File: src/sv/gtnl_pkg.sv
// Shared types, widths, register codes and helpers for the grid triangle
// neighbour lookup unit. No dependencies.
package gtnl_pkg;

   // Field widths
   localparam int CFG_W   = 13;           // columns / rows register width
   localparam int NUM_W   = 25;           // triangle number width
   localparam int HALF_W  = NUM_W - 1;    // triangle pair (cell) number width
   localparam int VTX_W   = 24;           // vertex point index width
   localparam int NB_W    = 26;           // signed neighbour number width
   localparam int ADDR_W  = 4;            // register byte address width
   localparam int DATA_W  = 32;           // register data width
   localparam int CFG_MAX = (1 << CFG_W) - 1;

   // Parameter defaults
   localparam int DEF_MAX_COLUMNS = 4096;
   localparam int DEF_MAX_ROWS    = 4096;

   // Register indexes (word address)
   localparam logic [1:0] REG_COLUMNS = 2'd0;
   localparam logic [1:0] REG_ROWS    = 2'd1;
   localparam logic [1:0] REG_WRAP    = 2'd2;

   // Per-item grid info that travels down the pipeline with the item
   typedef struct packed {
      logic [NUM_W-1:0] n;       // triangle number
      logic [CFG_W-1:0] ni;      // clamped points per row
      logic [CFG_W-1:0] nj;      // clamped rows of points
      logic             wrap;    // periodic longitude
      logic [CFG_W-1:0] m;       // cells per row
      logic             num_ok;  // number lies inside the grid
   } side_type;

   // Saturate a grid size to 2..hi
   function automatic logic [CFG_W-1:0] clamp_size(logic [CFG_W-1:0] v, int unsigned hi);
      logic [CFG_W-1:0] res;
      if (v < CFG_W'(2)) begin
         res = CFG_W'(2);
      end else if (32'(v) > hi) begin
         res = CFG_W'(hi);
      end else begin
         res = v;
      end
      return res;
   endfunction

endpackage

File: src/sv/gtnl_divider.sv
// Pipelined restoring divider for the grid lookup: one quotient bit per stage.
// Splits a cell number into cell row (quotient) and cell column (remainder).
// Depends on gtnl_pkg.
module gtnl_divider #(
   parameter int QW = 12
) (
   input  logic                     clock,
   input  logic                     reset,
   input  logic                     in_valid,
   input  logic [gtnl_pkg::HALF_W-1:0] in_dividend,
   input  gtnl_pkg::side_type       in_side,
   output logic                     out_valid,
   output logic [QW-1:0]            out_quotient,
   output logic [gtnl_pkg::HALF_W-1:0] out_remainder,
   output gtnl_pkg::side_type       out_side
);
   import gtnl_pkg::*;

   localparam int SW = ((HALF_W > CFG_W + QW) ? HALF_W : CFG_W + QW) + 1;

   logic              valid_ff [QW];
   logic [HALF_W-1:0] rem_ff   [QW];
   logic [QW-1:0]     quo_ff   [QW];
   side_type          side_ff  [QW];

   logic              valid_src [QW];
   logic [HALF_W-1:0] rem_src   [QW];
   logic [QW-1:0]     quo_src   [QW];
   side_type          side_src  [QW];
   logic [SW-1:0]     trial     [QW];
   logic              fits      [QW];

   // Select each stage's source and try subtracting the shifted divisor
   always_comb begin
      for (int k = 0; k < QW; k++) begin
         if (k == 0) begin
            valid_src[k] = in_valid;
            rem_src[k]   = in_dividend;
            quo_src[k]   = '0;
            side_src[k]  = in_side;
         end else begin
            valid_src[k] = valid_ff[k-1];
            rem_src[k]   = rem_ff[k-1];
            quo_src[k]   = quo_ff[k-1];
            side_src[k]  = side_ff[k-1];
         end
         trial[k] = SW'(rem_src[k]) - (SW'(side_src[k].m) << (QW - 1 - k));
         fits[k]  = !trial[k][SW-1];
      end
   end

   // Advance one quotient bit per stage
   always_ff @(posedge clock) begin
      for (int k = 0; k < QW; k++) begin
         if (reset) begin
            valid_ff[k] <= 1'b0;
         end else begin
            valid_ff[k] <= valid_src[k];
         end
         rem_ff[k]  <= fits[k] ? trial[k][HALF_W-1:0] : rem_src[k];
         quo_ff[k]  <= quo_src[k] | (QW'(fits[k]) << (QW - 1 - k));
         side_ff[k] <= side_src[k];
      end
   end

   assign out_valid     = valid_ff[QW-1];
   assign out_quotient  = quo_ff[QW-1];
   assign out_remainder = rem_ff[QW-1];
   assign out_side      = side_ff[QW-1];

endmodule

File: src/sv/grid_triangle_neighbour_lookup_unit.sv
// Top level of the grid triangle neighbour lookup unit: register port,
// input capture, divider pipeline, vertex/neighbour assembly.
// Depends on gtnl_pkg and gtnl_divider.

// The unit takes one triangle number per clock cycle and never stalls: busy
// is always low. Each item produces exactly one result, shown for a single
// cycle with rsp_strobe, after input capture, the cell-count stage, the
// restoring divider that splits the cell number into row and column (one
// quotient bit per stage, QW = bits of the cell row, 12 at the default
// MAX_ROWS of 4096), the edge-flag stage and the result register. Results
// are not held: the receiver must take each one in the cycle it appears.
// Write columns, rows and wraps_around only while no item is in flight.
module grid_triangle_neighbour_lookup_unit #(
   parameter int MAX_COLUMNS = gtnl_pkg::DEF_MAX_COLUMNS,
   parameter int MAX_ROWS    = gtnl_pkg::DEF_MAX_ROWS
) (
   input  logic                              clock,
   input  logic                              reset,
   // command channel
   input  logic                              start,
   output logic                              busy,
   input  logic [gtnl_pkg::NUM_W-1:0]        req_triangle_number,
   // result channel
   output logic                              rsp_strobe,
   output logic [gtnl_pkg::VTX_W-1:0]        rsp_vertex_first,
   output logic [gtnl_pkg::VTX_W-1:0]        rsp_vertex_second,
   output logic [gtnl_pkg::VTX_W-1:0]        rsp_vertex_third,
   output logic signed [gtnl_pkg::NB_W-1:0]  rsp_neighbour_first,
   output logic signed [gtnl_pkg::NB_W-1:0]  rsp_neighbour_second,
   output logic signed [gtnl_pkg::NB_W-1:0]  rsp_neighbour_third,
   output logic                              rsp_on_border,
   output logic                              rsp_number_valid,
   // register port
   input  logic                              psel,
   input  logic                              penable,
   input  logic                              pwrite,
   input  logic [gtnl_pkg::ADDR_W-1:0]       paddr,
   input  logic [gtnl_pkg::DATA_W-1:0]       pwdata,
   output logic [gtnl_pkg::DATA_W-1:0]       prdata,
   output logic                              pready
);
   import gtnl_pkg::*;

   localparam int ROWS_EFF = (MAX_ROWS < CFG_MAX) ? MAX_ROWS : CFG_MAX;
   localparam int QW       = (ROWS_EFF > 2) ? $clog2(ROWS_EFF - 1) : 1;
   localparam logic [NB_W-1:0] NONE = '1;

   // ---------------- configuration registers ----------------
   logic [CFG_W-1:0] columns_ff;
   logic [CFG_W-1:0] rows_ff;
   logic             wrap_ff;
   logic             csr_write;

   assign pready    = 1'b1;
   assign csr_write = psel & penable & pwrite;

   // Write the addressed register
   always_ff @(posedge clock) begin
      if (reset) begin
         columns_ff <= CFG_W'(2);
         rows_ff    <= CFG_W'(2);
         wrap_ff    <= 1'b0;
      end else if (csr_write) begin
         unique case (paddr[3:2])
            REG_COLUMNS: columns_ff <= pwdata[CFG_W-1:0];
            REG_ROWS:    rows_ff    <= pwdata[CFG_W-1:0];
            REG_WRAP:    wrap_ff    <= pwdata[0];
            default: ;
         endcase
      end
   end

   // Read back the addressed register
   always_comb begin
      unique case (paddr[3:2])
         REG_COLUMNS: prdata = DATA_W'(columns_ff);
         REG_ROWS:    prdata = DATA_W'(rows_ff);
         REG_WRAP:    prdata = DATA_W'(wrap_ff);
         default:     prdata = '0;
      endcase
   end

   // ---------------- stage 1: capture item and clamped sizes ----------------
   logic             s1_valid_ff;
   logic [NUM_W-1:0] s1_n_ff;
   logic [CFG_W-1:0] s1_ni_ff;
   logic [CFG_W-1:0] s1_nj_ff;
   logic             s1_wrap_ff;

   assign busy = 1'b0;

   always_ff @(posedge clock) begin
      if (reset) begin
         s1_valid_ff <= 1'b0;
      end else begin
         s1_valid_ff <= start & ~busy;
      end
      s1_n_ff    <= req_triangle_number;
      s1_ni_ff   <= clamp_size(columns_ff, MAX_COLUMNS);
      s1_nj_ff   <= clamp_size(rows_ff, MAX_ROWS);
      s1_wrap_ff <= wrap_ff;
   end

   // ---------------- stage 2: cells per row and triangle count ----------------
   logic [CFG_W-1:0]     s1_m;
   logic [2*CFG_W:0]     s1_total;
   logic                 s2_valid_ff;
   side_type             s2_side_ff;
   logic [2*CFG_W:0]     s2_total_ff;

   assign s1_m     = s1_wrap_ff ? s1_ni_ff : s1_ni_ff - CFG_W'(1);
   assign s1_total = (2*CFG_W+1)'({s1_m, 1'b0}) * (2*CFG_W+1)'(s1_nj_ff - CFG_W'(1));

   always_ff @(posedge clock) begin
      if (reset) begin
         s2_valid_ff <= 1'b0;
      end else begin
         s2_valid_ff <= s1_valid_ff;
      end
      s2_side_ff.n      <= s1_n_ff;
      s2_side_ff.ni     <= s1_ni_ff;
      s2_side_ff.nj     <= s1_nj_ff;
      s2_side_ff.wrap   <= s1_wrap_ff;
      s2_side_ff.m      <= s1_m;
      s2_side_ff.num_ok <= 1'b0;
      s2_total_ff       <= s1_total;
   end

   // ---------------- stages 3..QW+2: cell row and column ----------------
   side_type          div_side_in;
   logic              div_valid;
   logic [QW-1:0]     div_quo;
   logic [HALF_W-1:0] div_rem;
   side_type          div_side;

   // Range check rides along with the first divider step
   always_comb begin
      div_side_in        = s2_side_ff;
      div_side_in.num_ok = (2*CFG_W+1)'(s2_side_ff.n) < s2_total_ff;
   end

   gtnl_divider #(
      .QW (QW)
   ) u_divider (
      .clock         (clock),
      .reset         (reset),
      .in_valid      (s2_valid_ff),
      .in_dividend   (s2_side_ff.n[NUM_W-1:1]),
      .in_side       (div_side_in),
      .out_valid     (div_valid),
      .out_quotient  (div_quo),
      .out_remainder (div_rem),
      .out_side      (div_side)
   );

   // ---------------- stage QW+3: row base index and edge flags ----------------
   logic [CFG_W-1:0] d_i;
   logic [CFG_W-1:0] d_j;

   logic             s4_valid_ff;
   side_type         s4_side_ff;
   logic [NB_W-1:0]  s4_jn_ff;
   logic [CFG_W-1:0] s4_i_ff;
   logic             s4_first_row_ff;
   logic             s4_last_row_ff;
   logic             s4_left_col_ff;
   logic             s4_last_col_ff;
   logic             s4_pen_col_ff;

   assign d_i = div_rem[CFG_W-1:0];
   assign d_j = CFG_W'(div_quo);

   always_ff @(posedge clock) begin
      if (reset) begin
         s4_valid_ff <= 1'b0;
      end else begin
         s4_valid_ff <= div_valid;
      end
      s4_side_ff      <= div_side;
      s4_jn_ff        <= NB_W'(d_j) * NB_W'(div_side.ni);
      s4_i_ff         <= d_i;
      s4_first_row_ff <= (d_j == '0);
      s4_last_row_ff  <= (d_j >= div_side.nj - CFG_W'(2));
      s4_left_col_ff  <= (d_i == '0);
      s4_last_col_ff  <= (d_i == div_side.ni - CFG_W'(1));
      s4_pen_col_ff   <= (d_i >= div_side.ni - CFG_W'(2));
   end

   // ---------------- stage QW+4: vertices, neighbours, border ----------------
   logic            even;
   logic            closing;
   logic [NB_W-1:0] b26;
   logic [NB_W-1:0] t26;
   logic [NB_W-1:0] ni26;
   logic [NB_W-1:0] i26;
   logic [NB_W-1:0] p0;
   logic [NB_W-1:0] p1;
   logic [NB_W-1:0] p2;
   logic [NB_W-1:0] p3;
   logic [NB_W-1:0] v0;
   logic [NB_W-1:0] v1;
   logic [NB_W-1:0] v2;
   logic [NB_W-1:0] nb0;
   logic [NB_W-1:0] nb1;
   logic [NB_W-1:0] nb2;

   always_comb begin
      even    = ~s4_side_ff.n[0];
      closing = s4_side_ff.wrap & s4_last_col_ff;
      b26     = NB_W'({s4_side_ff.n[NUM_W-1:1], 1'b0});
      t26     = NB_W'({s4_side_ff.m, 1'b0});
      ni26    = NB_W'(s4_side_ff.ni);
      i26     = NB_W'(s4_i_ff);

      // Cell corners, the closing cell folds back to column 0
      p0 = s4_jn_ff + i26;
      p1 = closing ? s4_jn_ff : s4_jn_ff + i26 + NB_W'(1);
      p2 = s4_jn_ff + ni26 + i26;
      p3 = closing ? s4_jn_ff + ni26 : s4_jn_ff + ni26 + i26 + NB_W'(1);

      if (even) begin
         v0  = p0;
         v1  = p1;
         v2  = p2;
         nb0 = s4_first_row_ff ? NONE : b26 - t26 + NB_W'(1);
         nb1 = b26 + NB_W'(1);
         if (!s4_left_col_ff) begin
            nb2 = b26 - NB_W'(1);
         end else begin
            nb2 = s4_side_ff.wrap ? b26 + t26 - NB_W'(1) : NONE;
         end
      end else begin
         v0  = p2;
         v1  = p3;
         v2  = p1;
         nb0 = s4_last_row_ff ? NONE : b26 + t26;
         if (s4_side_ff.wrap) begin
            nb1 = s4_last_col_ff ? b26 - t26 + NB_W'(2) : b26 + NB_W'(2);
         end else begin
            nb1 = s4_pen_col_ff ? NONE : b26 + NB_W'(2);
         end
         nb2 = b26;
      end
   end

   logic                   strobe_ff;
   logic [VTX_W-1:0]       vertex_first_ff;
   logic [VTX_W-1:0]       vertex_second_ff;
   logic [VTX_W-1:0]       vertex_third_ff;
   logic [NB_W-1:0]        neighbour_first_ff;
   logic [NB_W-1:0]        neighbour_second_ff;
   logic [NB_W-1:0]        neighbour_third_ff;
   logic                   on_border_ff;
   logic                   number_valid_ff;

   // Register the result, blank it for numbers beyond the grid
   always_ff @(posedge clock) begin
      if (reset) begin
         strobe_ff <= 1'b0;
      end else begin
         strobe_ff <= s4_valid_ff;
      end
      if (s4_side_ff.num_ok) begin
         vertex_first_ff     <= v0[VTX_W-1:0];
         vertex_second_ff    <= v1[VTX_W-1:0];
         vertex_third_ff     <= v2[VTX_W-1:0];
         neighbour_first_ff  <= nb0;
         neighbour_second_ff <= nb1;
         neighbour_third_ff  <= nb2;
         on_border_ff        <= (nb0 == NONE) | (nb1 == NONE) | (nb2 == NONE);
      end else begin
         vertex_first_ff     <= '0;
         vertex_second_ff    <= '0;
         vertex_third_ff     <= '0;
         neighbour_first_ff  <= NONE;
         neighbour_second_ff <= NONE;
         neighbour_third_ff  <= NONE;
         on_border_ff        <= 1'b0;
      end
      number_valid_ff <= s4_side_ff.num_ok;
   end

   assign rsp_strobe           = strobe_ff;
   assign rsp_vertex_first     = vertex_first_ff;
   assign rsp_vertex_second    = vertex_second_ff;
   assign rsp_vertex_third     = vertex_third_ff;
   assign rsp_neighbour_first  = neighbour_first_ff;
   assign rsp_neighbour_second = neighbour_second_ff;
   assign rsp_neighbour_third  = neighbour_third_ff;
   assign rsp_on_border        = on_border_ff;
   assign rsp_number_valid     = number_valid_ff;

endmodule

File: config.mk
export PLATFORM = sky130hd
export DESIGN_NAME = grid_triangle_neighbour_lookup_unit
export DESIGN_NICKNAME = d
export VERILOG_FILES = /design/src/sv/gtnl_pkg.sv /design/src/sv/gtnl_divider.sv /design/src/sv/grid_triangle_neighbour_lookup_unit.sv
export SDC_FILE = /design/constraint.sdc
export NUM_CORES = 2
export LEC_CHECK = 0
export BUFFER_PORTS_ARGS = -buffer_cell sky130_fd_sc_hd__buf_2
export CORE_MARGIN = 2
export CORE_UTILIZATION = 55
export CTS_CLUSTER_SIZE = 30
export DETAILED_ROUTE_END_ITERATION = 10
export PLACE_DENSITY = 0.72
export SYNTH_ARGS = -nofsm -noshare
export SYNTH_HDL_FRONTEND = slang
export SYNTH_SLANG_ARGS = --single-unit
export TNS_END_PERCENT = 100
File: constraint.sdc
create_clock -name clock -period 7.8 [get_ports clock]
set_clock_uncertainty 0.2 [all_clocks]
set_input_delay 1.56 -clock clock [delete_from_list [all_inputs] [get_ports clock]]
set_output_delay 1.56 -clock clock [all_outputs]
set_load 0.03 [all_outputs]
---- Word-level counts from Yosys, hierarchy flattened ----
Memory sizes are Yosys's and may differ from the RTL's. A register that Yosys moved wholly into a read port is not among the register bits.
Index checks and enable logic that the tools add are counted.
word-level totals
  register bits ........................... 420
  memory bits (writable) .................. 1236
  bits of input ports ..................... 67
  output and inout port bits .............. 187
  memories kept ........................... 4
  logic and storage cells ................. 181
operators by class
  mux-type cells .......................... 46
  eq/ne operators ......................... 6
  multipliers ............................. 2
  reduce and logical (&&, ||, !) cells .... 20
  add/sub/neg operators ................... 30
  bitwise operators ....................... 28
  magnitude comparators ................... 7
memories
  name                depth  bits a word  rd ports  clocked after Yosys merged registers in  wr ports  line                source
  u_divider.side_ff   12     66           12        0                                        12        gtnl_divider.sv:24  side_type side_ff [QW];
  u_divider.rem_ff    12     24           12        0                                        12        gtnl_divider.sv:22  logic [HALF_W-1:0] rem_ff [QW];
  u_divider.quo_ff    12     12           12        0                                        12        gtnl_divider.sv:23  logic [QW-1:0] quo_ff [QW];
  u_divider.valid_ff  12     1            12        1                                        12        gtnl_divider.sv:21  logic valid_ff [QW];
operators with widths
  operator                                                                        count
  24-bit two-way mux                                                              17
  26-bit two-way mux                                                              10
  26-bit == test (second input constant)                                          3
  24-bit by 13-bit adder with 24-bit output                                       3
  24-bit by 1-bit adder with 24-bit output (second input constant)                2
  13-bit two-way mux                                                              3
  13-bit case mux with 3 select lines                                             1
  25-bit by 27-bit less-than comparator with 1-bit output                         1
  13-bit by 27-bit multiplier with 26-bit output                                  1
  25-bit by 1-bit adder with 26-bit output (second input constant)                1
  25-bit by 14-bit adder with 26-bit output                                       1
  25-bit by 2-bit adder with 26-bit output (second input constant)                1
  26-bit by 1-bit adder with 26-bit output (second input constant)                1
  26-bit by 2-bit adder with 26-bit output (second input constant)                1
  13-bit > comparator (second input constant)                                     2
  13-bit zero test                                                                2
  13-bit by 2-bit less-than comparator with 1-bit output (second input constant)  2
  13-bit by 1-bit subtractor with 13-bit output (second input constant)           2
  13-bit by 2-bit subtractor with 13-bit output (second input constant)           2
  25-bit by 1-bit subtractor with 26-bit output (second input constant)           1
  25-bit by 14-bit subtractor with 26-bit output                                  1
  26-bit by 1-bit subtractor with 26-bit output (second input constant)           1
  24-bit by 13-bit subtractor with 25-bit output                                  1
  24-bit by 14-bit subtractor with 25-bit output                                  1
  35 further kinds                                                                78

---- Longest topological paths before layout ----
  depth after elaboration ................. 8
  mapped depth ............................ 28
  mapped depth without buffers ............ 27

---- Hierarchy ----
Synthesis repeated with hierarchy kept, for this count alone.
unflattened totals
  cells, all modules ...................... 6705
  area total of the unflattened synthesis .. 67468.5 um2
modules (own cells, without submodules)
  module                               area an instance (um2)  seq. area each (um2)  cells each  instances
  gtnl_divider                         34785.9                 23422.5               2881        1
  grid_triangle_neighbour_lookup_unit  32682.6                 8428.1                3824        1

---- Worst setup path after synthesis ----
No wires, ideal clock.
  kind .................................... register to register
  from .................................... reg s1_wrap_ff
  to ...................................... reg s2_total_ff[25]
  cell stages (with the launch flop) ...... 23
  arrival ................................. 6556 ps
  required time ........................... 7528 ps
  path buffers ............................ 1
  clock period less this slack ............ 6828 ps
  setup slack ............................. 972 ps
  library setup time ...................... 72 ps
  cell sequence ........................... dfxtp_1 > or4_1 > nor3_1 > nand2_1 > or4_1 > xor2_1 > clkbuf_1 > nor2_1 > fa_1 > fa_1 > fa_1 > fa_1 > inv_1 > fa_1 > inv_1 > ha_1 > or3_1 > nand2b_1 > o21ai_0 > o211a_1 > o21bai_1 > a21oi_1 > xnor2_1
on the way
  cells in the longest elaborated chain, start to end .. 2
ends and longest elaborated chain
  item                                            line                                        source
  from (decl)                                     grid_triangle_neighbour_lookup_unit.sv:88   logic s1_wrap_ff;
  from (signal assigned)                          grid_triangle_neighbour_lookup_unit.sv:101  s1_wrap_ff <= wrap_ff;
  13-bit two-way mux                              grid_triangle_neighbour_lookup_unit.sv:111  assign s1_m = s1_wrap_ff ? s1_ni_ff : s1_ni_ff - CFG_W'(1);
  13-bit by 27-bit multiplier with 26-bit output  grid_triangle_neighbour_lookup_unit.sv:112  assign s1_total = (2*CFG_W+1)'({s1_m, 1'b0}) * (2*CFG_W+1)'(s1_nj_ff - CFG_W'(1));
  net s1_total[25]                                grid_triangle_neighbour_lookup_unit.sv:106  logic [2*CFG_W:0] s1_total;
  to (signal assigned)                            grid_triangle_neighbour_lookup_unit.sv:126  s2_total_ff <= s1_total;
  to (decl)                                       grid_triangle_neighbour_lookup_unit.sv:109  logic [2*CFG_W:0] s2_total_ff;
The timed path passes the listed nets, and every way through them passes these cells.
A chain may end at the register's enable or synchronous reset.

---- Worst setup path after layout ----
  from .................................... reg s1_wrap_ff
  to ...................................... reg s2_total_ff[26]
The elaborated chain is that of the path after synthesis.

==> run metrics <==
routed wire length approximately 140,000 um; Hold Path Class reg2reg; detailed placement HPWL 105,000 um; outcome completed; #FFs+latches synth between 1,500 and 2,000; die area 0.120 mm^2; post-route clock period utilization between 90 and 100%; Core Area 0.116 mm^2; clock tree root buffer cell clkbuf_16; post-DR vias/cell 5.27; Seq/Total Area, Yosys between 40% and 50%; endpoint class of the critical path flop; n_diodes 0; PortBufs 211; Final Hold Vio Count 0; dominant synthesized flop cell dfxtp_1; TNS Setup 0 ps; Tmin final just over 7000 ps; row cnt 125; Slew headroom between 15 and 20%; Starting Density between 50 and 60%; final setup margin 524 ps; CP Launch Type flop; Post-Syn Area about 0.064 mm^2; multi-input logic area around 0.03 mm^2; DR DRC count 0; Register Area between 0.03 and 0.04 mm^2; Routability Congestion 0.896; CTS clk-pin slew, worst paths 70 ps; share of cells above drive strength 1 around 9%; maximum vdd drop roughly 220 uV; Clock Latency Late Sink between 700 and 800 ps; Crit Path Class reg2reg; clk buf depth 3; Pwr per Cell Area 337 mW/mm^2; pin count of the biggest net entering global routing ~90; DR iter-0 viols ~2,800; EDFF count, synth 0; I/O pin count about 250; max-cap violations 0; first-pass GRT wire length 229,000 um; unrepaired setup endpoints after global routing false; synth top area cells dfxtp_1, fa_1, ha_1; hold_buf cts 0; Worst Tran Pin Value ~1200 ps; worst slack, placed roughly 600 ps; max-slew violations 0; Die Height 346 um; Ys Warns 0; Congestion Overflow GR 0; crit path max fanout 12; WP data arrival slightly below 8000 ps; CTS resizes 0; post-CTS setup repair buffer count 0; FILL cells 9,258; Yosys cell types slightly above 100; async set-reset flop share out of synthesis 0%; TritonCTS clock tree done; cells after synthesis about 6,500; NumNets Final between 7,000 and 8,000; initial antenna violation count 1; Avg Inst Size Synth ~10 um^2; static leakage 31.1 nW; Achievable Freq 0.137 GHz; area leader, netlist dfxtp_1; CTS Buf Count 145; # H-tree levels 4; routed via count around 44,000; Die W between 300 and 400 um; Final setup viols 0; number of nets with antenna violations after routing 0; DR pass1 iterations 8; Synth-to-Final Area Change 11.8%; Critical Path RT slightly above 8000 ps; GRT Overall Usage about a quarter; Yosys top cell area share around 47%; Routed wire per std cell approximately 17 um; Num Clock Sinks 1,514; vias in the first global route 44,300
[synth_stat cells (all sizes together) (12+ instances only)]
cell type / number
nand3: 111
and3: 37
and2: 83
o31ai: 48
inv: 690
fa: 294
nor2b: 98
or3: 49
a21boi: 64
o221ai: 17
nor3: 120
o211ai: 36
a21oi: 247
xor2: 139
or4: 13
nor4: 56
nand4: 27
ha: 388
nand2: 577
nor2: 513
o21ai: 269
nor4b: 12
buf: 55
clkbuf: 167
or2: 26
a21o: 66
a31oi: 24
xnor2: 248
nor3b: 17
mux2: 57
nand2b: 87
dfxtp: 1514
o22ai: 23
mux2i: 56
o21a: 41
a211oi: 40
[logic make-up (layout without fill, tap and decap cells)]
logic type	count (synthesis)	in the layout	share of synthesized area, %
adders and majority gates	683	683	16.7
and+or+nand+nor	1861	1861	13.8
muxes	113	113	1.87
other	2	21	0.0117
AOI/OAI and AO/OA	992	992	9.88
buffers and inverters	915	1214	5.50
xor gates and xnor gates	387	387	5.26
DFF	1514	1514	47.0
[per-layer routing]
metal | global-route usage, % | vias up | wire length (um)
met3 | 3.34 | 303 | 7140
met1 | 29.1 | 20700 | 59900
met2 | 41.8 | 1179 | 68700
met4 | 9.19 | 2 | 5050
met5 | 0 | - | 13
li1 | - | 21600 | -
[state kept, by name (all words and copies together) (netlist names), 26 cells and up]
signal	cells
div_side_in	65
rsp_neighbour_first	26
rsp_neighbour_second	26
rsp_neighbour_third	26
s2_total_ff	26
u_divider.quo_ff	78
u_divider.rem_ff	277
u_divider.side_ff	726
[through the flow]
stage,cells,area [um^2],power [W],utilization (%),hold slack [ps]
after floorplan,6486,64500,0.0153,-,110
after global placement,8047,66900,0.0169,57.6,110
after detailed placement,8047,66900,0.0171,57.6,112
after CTS,8309,72000,0.0244,62.0,109
after global routing,8309,72000,0.0258,62.0,112
final,8309,72000,0.0243,62.0,109
[critical path, stage by stage (launching register included)]
cell and delay (ps):
dfxtp_1 370, or4_1 590, nor3_1 270, and3_1 270, nand2_1 80, xor2_1 500, buf_4 290, nor2_1 80
fa_1 520, fa_1 520, fa_1 520, fa_1 540, inv_1 50, fa_1 550, inv_1 50, ha_1 210
or3_1 430, nand2b_1 190, o211ai_1 250, nand3_1 150, a31o_2 260, a21oi_1 170, xnor2_1 70
[cell type report]
class	instances	area share (%)
repair buffers	259	1.97
clock inverters	59	1.30
well taps	1524	2.65
multi-input cells	4057	42.6
clock buffers	203	5.79
flip-flops and latches	1514	42.1
inverters	693	3.61
[final timing paths]
| check | startpoint | end | slack (ps) | depth (start not counted) |
|---|---|---|---|---|
| worst max-delay path | s1_wrap_ff | s2_total_ff[26] | 520 | 22 |
| worst min-delay path | u_divider.side_ff[10][47] | u_divider.side_ff[11][47] | 110 | 0 |
| worst max register to register | s1_wrap_ff | s2_total_ff[26] | 520 | 22 |
| worst min register to register | u_divider.side_ff[10][47] | u_divider.side_ff[11][47] | 110 | 0 |
[power breakdown]
part	total [W]	internal (W)	switching, W
registers	0.00958	0.00885	0.000730
clock network	0.00723	0.00421	0.00303
logic	0.00750	0.00307	0.00443
[cell usage in the layout (no fill, tap or decap), drive strengths merged, types with 26 or more instances in the layout]
cell / Yosys / final
mux2i: 56 / 56
and2: 83 / 83
o21a: 41 / 41
o211ai: 36 / 36
clkbuf: 167 / 203
xnor2: 248 / 248
a211oi: 40 / 40
and3: 37 / 37
ha: 388 / 388
or3: 49 / 49
nor3: 120 / 120
nor2: 513 / 513
dfxtp: 1514 / 1514
xor2: 139 / 139
nand2b: 87 / 87
o21ai: 269 / 269
clkinv: 3 / 37
buf: 55 / 259
mux2: 57 / 57
fa: 294 / 294
nand4: 27 / 27
nand3: 111 / 111
inv: 690 / 698
or2: 26 / 26
a21oi: 247 / 247
o31ai: 48 / 48
a21o: 66 / 66
a21boi: 64 / 64
nor4: 56 / 56
nand2: 577 / 577
nor2b: 98 / 98
(Power assumes the default switching activity.)
